`src/rtl/cbd_pkg.sv`:
```
// Shared types, codes and helpers for the chunked body decoder.
package cbd_pkg;

  // Default width of the chunk size counter
  localparam int unsigned SIZE_BITS_DEF = 32;

  // Byte codes
  localparam logic [7:0] BYTE_CR = 8'h0D;
  localparam logic [7:0] BYTE_LF = 8'h0A;

  // Error codes
  typedef logic [2:0] err_t;
  localparam err_t ERR_NONE     = 3'd0;
  localparam err_t ERR_SIZE_LF  = 3'd1;
  localparam err_t ERR_DATA_CR  = 3'd2;
  localparam err_t ERR_DATA_LF  = 3'd3;
  localparam err_t ERR_HEX      = 3'd4;
  localparam err_t ERR_OVERFLOW = 3'd5;

  // Parse phases, one-hot
  typedef enum logic [4:0] {
    PH_SIZE    = 5'b00001,
    PH_SIZE_LF = 5'b00010,
    PH_DATA    = 5'b00100,
    PH_DATA_CR = 5'b01000,
    PH_DATA_LF = 5'b10000
  } phase_t;

  // One decoded result
  typedef struct packed {
    logic       payload_valid;
    logic [7:0] payload_byte;
    logic       end_of_body;
    err_t       error_code;
  } result_t;

  // Decode an ASCII hex digit: bit 4 set marks a valid digit, bits 3:0 its value
  function automatic logic [4:0] hex_digit(input logic [7:0] b);
    logic [4:0] r;
    r = 5'd0;
    if (b >= 8'h30 && b <= 8'h39) begin
      r = {1'b1, 4'(b - 8'h30)};
    end else if (b >= 8'h61 && b <= 8'h66) begin
      r = {1'b1, 4'(b - 8'h57)};
    end else if (b >= 8'h41 && b <= 8'h46) begin
      r = {1'b1, 4'(b - 8'h37)};
    end
    return r;
  endfunction

endpackage

```
`src/rtl/cbd_parser.sv`:
```
// Chunk framing state and the per-byte parse step.
module cbd_parser #(
  parameter int unsigned SIZE_BITS = cbd_pkg::SIZE_BITS_DEF
) (
  input  logic             clk,
  input  logic             rst,
  input  logic             step,
  input  logic [7:0]       in_byte,
  output cbd_pkg::result_t res
);
  import cbd_pkg::*;

  phase_t               phase, phase_next;
  logic [SIZE_BITS-1:0] remaining, remaining_next;
  logic                 last_chunk, last_chunk_next;
  err_t                 sticky, sticky_next;

  logic [SIZE_BITS-1:0] dec;
  logic [4:0]           hex;

  assign dec = remaining - {{(SIZE_BITS-1){1'b0}}, 1'b1};
  assign hex = hex_digit(in_byte);

  // Compute the next state and the result for the byte at hand
  always_comb begin
    phase_next      = phase;
    remaining_next  = remaining;
    last_chunk_next = last_chunk;
    sticky_next     = sticky;
    res             = '0;
    if (sticky == ERR_NONE) begin
      unique case (phase)
        PH_SIZE_LF: begin
          if (in_byte == BYTE_LF) begin
            if (remaining != '0) begin
              phase_next = PH_DATA;
            end else begin
              phase_next      = PH_DATA_CR;
              last_chunk_next = 1'b1;
            end
          end else begin
            sticky_next = ERR_SIZE_LF;
          end
        end
        PH_DATA: begin
          res.payload_valid = 1'b1;
          res.payload_byte  = in_byte;
          remaining_next    = dec;
          if (dec == '0) phase_next = PH_DATA_CR;
        end
        PH_DATA_CR: begin
          if (in_byte == BYTE_CR) phase_next = PH_DATA_LF;
          else sticky_next = ERR_DATA_CR;
        end
        PH_DATA_LF: begin
          if (in_byte == BYTE_LF) begin
            res.end_of_body = last_chunk;
            last_chunk_next = 1'b0;
            remaining_next  = '0;
            phase_next      = PH_SIZE;
          end else begin
            sticky_next = ERR_DATA_LF;
          end
        end
        default: begin
          // Size digits; unreachable codes behave the same
          if (in_byte == BYTE_CR) begin
            phase_next = PH_SIZE_LF;
          end else if (!hex[4]) begin
            sticky_next = ERR_HEX;
          end else if (remaining[SIZE_BITS-1 -: 4] != 4'd0) begin
            sticky_next = ERR_OVERFLOW;
          end else begin
            remaining_next = {remaining[SIZE_BITS-5:0], hex[3:0]};
            phase_next     = PH_SIZE;
          end
        end
      endcase
    end
    res.error_code = sticky_next;
  end

  // Advance the parse state once per byte
  always_ff @(posedge clk) begin
    if (rst) begin
      phase      <= PH_SIZE;
      remaining  <= '0;
      last_chunk <= 1'b0;
      sticky     <= ERR_NONE;
    end else if (step) begin
      phase      <= phase_next;
      remaining  <= remaining_next;
      last_chunk <= last_chunk_next;
      sticky     <= sticky_next;
    end
  end

endmodule

```
`src/rtl/http_chunked_body_decoder.sv`:
```
// Top level of the chunked HTTP body decoder: input register, parser, result register.
//
// Usage: raw body bytes enter on the slave stream (s_tdata), one byte per
// transaction. Every byte yields exactly one result transaction on the
// master stream: m_tuser flags a payload byte in m_tdata[7:0], m_tlast
// marks the LF that closes the zero-size chunk (end of body), and
// m_tdata[10:8] carries the error code, which stays set until reset.
// Each byte passes through the input register and then the result register
// before its result transaction appears.
// Throughput is one byte per cycle while m_tready is high; the parse
// step is a single pass of logic between the two registers, bounded by
// the size counter's decrement and shift-in path.
// Reset empties both registers and returns the parser to the size digits
// phase with no error. When the receiver holds m_tready low, the result
// register keeps its transaction, one more byte waits in the input
// register, and s_tready then drops until the result is taken.
module http_chunked_body_decoder #(
  parameter int unsigned SIZE_BITS = cbd_pkg::SIZE_BITS_DEF
) (
  input  logic        clk,
  input  logic        rst,
  input  logic        s_tvalid,
  output logic        s_tready,
  input  logic [7:0]  s_tdata,   // [7:0] in_byte
  output logic        m_tvalid,
  input  logic        m_tready,
  output logic [15:0] m_tdata,   // [7:0] payload_byte, [10:8] error_code, [15:11] zero
  output logic        m_tuser,   // [0] payload_valid
  output logic        m_tlast    // end_of_body
);
  import cbd_pkg::*;

  logic       in_valid;
  logic [7:0] in_byte;
  logic       out_valid;
  result_t    out_res;
  result_t    res;
  logic       advance;

  // Move the held byte forward when the result register is free
  assign advance  = in_valid && (!out_valid || m_tready);
  assign s_tready = !in_valid || advance;

  cbd_parser #(
    .SIZE_BITS(SIZE_BITS)
  ) u_parser (
    .clk     (clk),
    .rst     (rst),
    .step    (advance),
    .in_byte (in_byte),
    .res     (res)
  );

  // Input register
  always_ff @(posedge clk) begin
    if (rst) begin
      in_valid <= 1'b0;
    end else if (s_tready) begin
      in_valid <= s_tvalid;
    end
  end

  always_ff @(posedge clk) begin
    if (s_tvalid && s_tready) begin
      in_byte <= s_tdata;
    end
  end

  // Result register
  always_ff @(posedge clk) begin
    if (rst) begin
      out_valid <= 1'b0;
    end else if (advance) begin
      out_valid <= 1'b1;
    end else if (m_tready) begin
      out_valid <= 1'b0;
    end
  end

  always_ff @(posedge clk) begin
    if (advance) begin
      out_res <= res;
    end
  end

  // Drive the master stream
  assign m_tvalid = out_valid;
  assign m_tdata  = {5'd0, out_res.error_code, out_res.payload_byte};
  assign m_tuser  = out_res.payload_valid;
  assign m_tlast  = out_res.end_of_body;

endmodule
```
`config.mk`:
```
export PLATFORM = sky130hd
export DESIGN_NAME = http_chunked_body_decoder
export DESIGN_NICKNAME = d
export VERILOG_FILES = /design/src/rtl/cbd_pkg.sv /design/src/rtl/cbd_parser.sv /design/src/rtl/http_chunked_body_decoder.sv
export SDC_FILE = /design/constraint.sdc
export NUM_CORES = 1
export LEC_CHECK = 0
export BUFFER_PORTS_ARGS = -buffer_cell sky130_fd_sc_hd__buf_4
export CAP_MARGIN = 20
export CORE_ASPECT_RATIO = 0.5
export CORE_MARGIN = 3
export CORE_UTILIZATION = 55
export DETAILED_ROUTE_END_ITERATION = 8
export PLACE_DENSITY = 0.77
export SETUP_SLACK_MARGIN = 0.3
export SLEW_MARGIN = 20
export SYNTH_ARGS = -nofsm -noshare
export SYNTH_HDL_FRONTEND = slang
export SYNTH_SLANG_ARGS = --single-unit
```
`constraint.sdc`:
```
create_clock -name clk -period 2.8 [get_ports clk]
set_input_delay 0.7 -clock clk [delete_from_list [all_inputs] [get_ports clk]]
set_output_delay 0.7 -clock clk [all_outputs]
set_load 0.02 [all_outputs]
```
Yosys cells after proc, flatten, opt, wreduce, memory -nomap -nowiden. Index checks and enable logic that the tools add are counted.

Register bits after elaboration: 64. Input port bits: 12. Output and inout bits: 20. Logic and storage cells: 91.

$add $sub $neg: 4. Magnitude comparators: 6. Eq/ne operators: 14. Multiplexer cells: 32. Bitwise operators: 1. Reductions and logical operators: 23.

Operator list (count): 32-bit two-way mux (4); 32-bit case mux with 3 select lines (1); 5-bit two-way mux (10); 32-bit zero test (1); 32-bit nonzero test (1); 32-bit by 1-bit subtractor with 32-bit output, second input constant (1); 3-bit two-way mux (7); 5-bit case mux with 4 select lines (1); 8-bit by 4-bit == test with 1-bit output, second input constant (2); 8-bit by 7-bit >= comparator with 1-bit output, second input constant (2); 8-bit by 7-bit less-or-equal comparator with 1-bit output, second input constant (2); 3-bit case mux with 4 select lines (1); 9-bit two-way mux (1); 8-bit by 6-bit >= comparator with 1-bit output, second input constant (1); 8-bit by 6-bit less-or-equal comparator with 1-bit output, second input constant (1); 2-bit by 1-bit inequality test with 1-bit output, second input constant (4); 8-bit AND reduction (1); 4-bit by 3-bit subtractor with 4-bit output, second input constant (2); 7-bit AND reduction (1); 3-bit inequality test, second input constant (2); 6-bit AND reduction (1); 5-bit by 2-bit == test with 1-bit output, second input constant (1); 5-bit by 3-bit == test with 1-bit output, second input constant (1); 5-bit by 4-bit == test with 1-bit output, second input constant (1); 19 further kinds (30).

Logic depth before layout (Yosys ltp).
Depth after elaboration: 9. Depth in mapped cells: 11. Mapped depth without buffers: 9.

Cells and area by module. Synthesis repeated with hierarchy kept, for this count alone.

Cell total of the unflattened synthesis: 474. Area, all modules: 3963.8 um^2.

By module, submodules not included: cbd_parser (instances 1, cells each 437, area each 3188.1 um^2, seq. area each 820.8 um^2); http_chunked_body_decoder (instances 1, cells each 37, area each 775.7 um^2, seq. area each 670.6 um^2).

Worst setup path after synthesis. OpenSTA, ideal clock, no wires.

Path kind: register -> register. From: register u_parser.remaining[0]. To: register u_parser.phase[2]. Library setup time: 121 ps. Arrival: 2919 ps. Required time: 2679 ps. Slack: -240 ps. Cell stages (with the launch flop): 12. Path buffers: 2. Period minus slack after synthesis: 3040 ps. Path through: dfxtp_1 > clkbuf_1 > inv_1 > ha_1 > or3b_2 > clkbuf_1 > a32oi_1 > o32a_1 > or4_1 > nor4_4 > a21oi_4 > mux2_4.

Cells in the longest elaborated chain, start to end: 4. Elaborated cells on any way between the ends: 8. Classes of those cells: 1 x add/sub; 1 x eq/ne; 3 x mux; 3 x reduce/logical.

RTL lines: start, declared (RTL line cbd_parser.sv:14) `logic [SIZE_BITS-1:0] remaining, remaining_next;`; start signal, assigned (RTL line cbd_parser.sv:92) `remaining <= remaining_next;`; 32-bit by 1-bit subtractor with 32-bit output / 32-bit nonzero test (equally long branches) (RTL line cbd_parser.sv:21, cbd_parser.sv:35); 32-bit zero test / 4-bit two-way mux (equally long branches) (RTL line cbd_parser.sv:49, cbd_parser.sv:35); 2-bit by 1-bit inequality test with 1-bit output (no line) / 5-bit two-way mux (equally long branches); 8-bit AND reduction (no line) / 5-bit case mux with 4 select lines (equally long branches); end signal, assigned (RTL line cbd_parser.sv:91) `phase <= phase_next;`; end, declared (RTL line cbd_parser.sv:13) `phase_t phase, phase_next;`.

Several ways; a longest one is shown, not always the timed one. The select of a mux whose other input is x is not followed. A chain may end at the register's enable or synchronous reset.

Worst setup path in the final report.
From: register u_parser.remaining[13]. To: register u_parser.phase[2].

The elaborated chain is that of the path after synthesis.

==> results.toml <==
[synthesis]
syn_inst = 505
ys_ff_latch = 64
ys_seq_area_share_pct = 36.3
synth_area_per_cell_sq_um = 8.13
synth_simple_gate_area_share_pct = 30.8
synth_compound_area_share_pct = 19.9
synth_xor_area_share_pct = 3.41
synth_edf_count = 21
syn_area_sq_um = 4100
synthMuxAreaShare_pct = 1.34
ys_warn_count = 0
yosys.area_share.adder_pct = 2.13
async_flop_share_pct = 0
synth.distinct_cells = 70
synth_top_family_by_area = "simple AND/OR/NAND/NOR gates"
ys.flop_type = "dfxtp_1"

[worst_setup_path]
cpMostUsedCell = "or4_4"
slowest_stage = "or4_4"
critPathMaxStageDelay_ns = 0.57
r2r_slack_ns = 0.05
r2r_start = "u_parser.remaining[13]$_SDFFE_PP0P_"
critPathBufInv = 0
required_ns = 3.03
r2r_end = "u_parser.phase[2]$_SDFFE_PP0P_"
cp-start-kind = "flip-flop"
path_max_fanout = 6
crit_path_end_kind = "flip-flop"
path_delay_family = "simple AND/OR/NAND/NOR gates"
cp.arrival_ns = 2.97
rr_worst_depth = 7
crit_chain = "or4_4 > or4_4 > nor4_2 > a211oi_2 > nor4_4 > a21oi_4 > mux2_4"
criticalPathCategory = "reg -> reg"

[timing]
fin_skew_ns = 0.00949
period_share_pct = 98.1
finalHoldViolCount = 0
finalSetupViolations = 0
max_freq_mhz = 364
fin_setup_tns_ns = 0
max-slew-margin-rel_pct = 57.7
drv_slew = 0
grt_setup_unrepaired = "true"
fin_ws_ns = 0.0545
worst_pin_slew_ns = 0.634
fin_crit_ns = 2.75
hold_slack_ns = 0.532

[final_layout]
final_cell_mix = "buf_4, nor2_1, dfxtp_1"
utilization_pct = 80.6
nFillCells = 429
fin_cells = 675
area_growth_pct = 36.7
nets = 597
drive_gt1_share_pct = 33.1
antenna_cells = 0
final_common_cell = "buf_4"
postLayoutCellArea_sq_um = 5610

[floorplan]
die_area_sq_um = 8600
initial_core_util_pct = 58.9
die_h_um = 67.1
num_rows = 21
io_pins = 32
die_w_um = 128
core_area_sq_um = 6960

[grt]
antenna_found_initial = 0
grt_pass1_vias = 4090
grt_usage_pct = 31.5
grt_pass1_wl_um = 21000
grt_max_degree = 43
overflow = 0

[power]
intPower_mw = 1.96
power_frac_seq_pct = 37.8
comb_power_share_pct = 17.0
p_sw_mw = 0.689
swShare_pct = 26.0
p_leak_nw = 2.36
pwr-share-clk_pct = 45.2
power_density_nw_per_um2 = 472
max-vdd-ir-drop_mv = 0.434
totalPowerFinal_mw = 2.65

[route]
via_per_inst = 6.69
drtAntennaViolNets = 0
vias = 4517
drc_errors = 0
routedWlPerCell_um = 20.5
routed_wl_um = 13800
drt_iter0_drc = 579
detailedRoute.firstPassIterationCount = 5

[clocking]
insertion_delay_ns = 0.34
cts_inserted_buffers = 9
cts_buffer_depth = 2
cts.sinks = 64
cts_root_buf = "clkbuf_16"
clk_pin_slew_ns = 0.06
cts_hold_buf = 0
cts_max_level = 3
cts_tree = "yes"

[worst_hold_path]
hold_start = "u_parser.sticky[2]$_SDFFE_PP0P_"
worstHoldPathCells = 2
holdPathEnd = "u_parser.sticky[2]$_SDFFE_PP0P_"
hold_class = "reg -> reg"

[placement]
dp_slack_ns = -0.00489
placed_cell_area_sq_um = 4740
hpwl_um = 8180
port_buffers = 26
place_congestion = 1.03
place_inst = 637

[run]
drv_cap = 0

[run_status]
status = "complete, no violations"
power groups by stage:
stage	clock network, mW	registers, mW	logic [mW]
2_1_floorplan	0	1.02	0.236
3_3_place_gp	0	1.02	0.347
3_5_place_dp	0	1.02	0.351
4_1_cts	1.20	1.00	0.385
5_1_grt	1.25	1.00	0.477
6_report	1.20	1.00	0.450
cells by family after synthesis:
family / Yosys count
flops: 64
xor+xnor: 16
compound gates: 118
simple gates: 238
other cells: 1
fa+ha+maj: 7
buf+inv: 56
mux: 5
flip-flops by register name, summed over array words and instances (netlist names):
name,cells
in_byte,8
in_valid,1
m_tdata,11
m_tlast,1
m_tuser,1
m_tvalid,1
u_parser.last_chunk,1
u_parser.phase,5
u_parser.remaining,32
u_parser.sticky,3
final cells by class:
class | instances | area [sq um] | area share, %
flip-flops and latches | 64 | 1500 | 26.8
well taps | 92 | 115 | 2.05
inverters | 9 | 38.8 | 0.691
multi-input cells | 389 | 2760 | 49.2
repair buffers | 105 | 885 | 15.8
clock buffers | 10 | 229 | 4.08
clock inverters | 6 | 83.8 | 1.49
synth_stat cells (7+ instances only):
cell type   n  area (sq um)
nor4_1      9          56.3
edfxtp_1   21           631
nor3_1     37           185
a31oi_1     9          56.3
or4_1      11          82.6
o31ai_1     8          60.1
nand4_1    10          62.6
and3_1     14          87.6
or3_1       7          43.8
clkbuf_1   34           128
inv_1       9          33.8
nor2_1     60           225
a21oi_1    27           135
o21ai_0    20           100
a221oi_1   14           123
nand2_1    37           139
ha_1        7          87.6
xor2_1     10          87.6
nand3_1    13          65.1
dfxtp_1    43           861
routing by layer:
| layer | global-route usage (%) | part of all wire [%] |
|---|---|---|
| met5 | 0 | 0 |
| met2 | 48.0 | 44 |
| met3 | 8.89 | 11 |
| met4 | 11.0 | 3.0 |
| met1 | 42.8 | 43 |
tightest hold or removal path, stage by stage (launching register included):
cell	delay [ns]
dfxtp_1	0.37
a31oi_1	0.05
nor2_1	0.07
timing repair:
| item | 4_1_cts | 5_1_grt |
|---|---|---|
| gates cloned | 2 | 0 |
| resized for setup | 32 | 53 |
| setup endpoints to repair | 34 | 37 |
| setup buffers | 12 | 8 |
| pin swaps | 7 | 16 |
worst max path at each step:
| stage | from | endpoint | slack [ns] | cells past startpoint |
|---|---|---|---|---|
| 6_report | u_parser.remaining[13]$_SDFFE_PP0P_ | u_parser.phase[2]$_SDFFE_PP0P_ | 0.05 | 7 |
| 5_1_grt | u_parser.remaining[13]$_SDFFE_PP0P_ | u_parser.phase[2]$_SDFFE_PP0P_ | 0.007 | 7 |
| 4_1_cts | u_parser.remaining[13]$_SDFFE_PP0P_ | u_parser.phase[2]$_SDFFE_PP0P_ | 0.13 | 7 |
| 3_5_place_dp | u_parser.remaining[13]$_SDFFE_PP0P_ | u_parser.phase[2]$_SDFFE_PP0P_ | -0.005 | 7 |
| 3_3_place_gp | u_parser.remaining[1]$_SDFFE_PP0P_ | u_parser.phase[2]$_SDFFE_PP0P_ | 0.07 | 11 |
| 2_1_floorplan | u_parser.remaining[13]$_SDFFE_PP0P_ | u_parser.phase[2]$_SDFFE_PP0P_ | -0.12 | 10 |
Power figures use the tool's default switching activity.
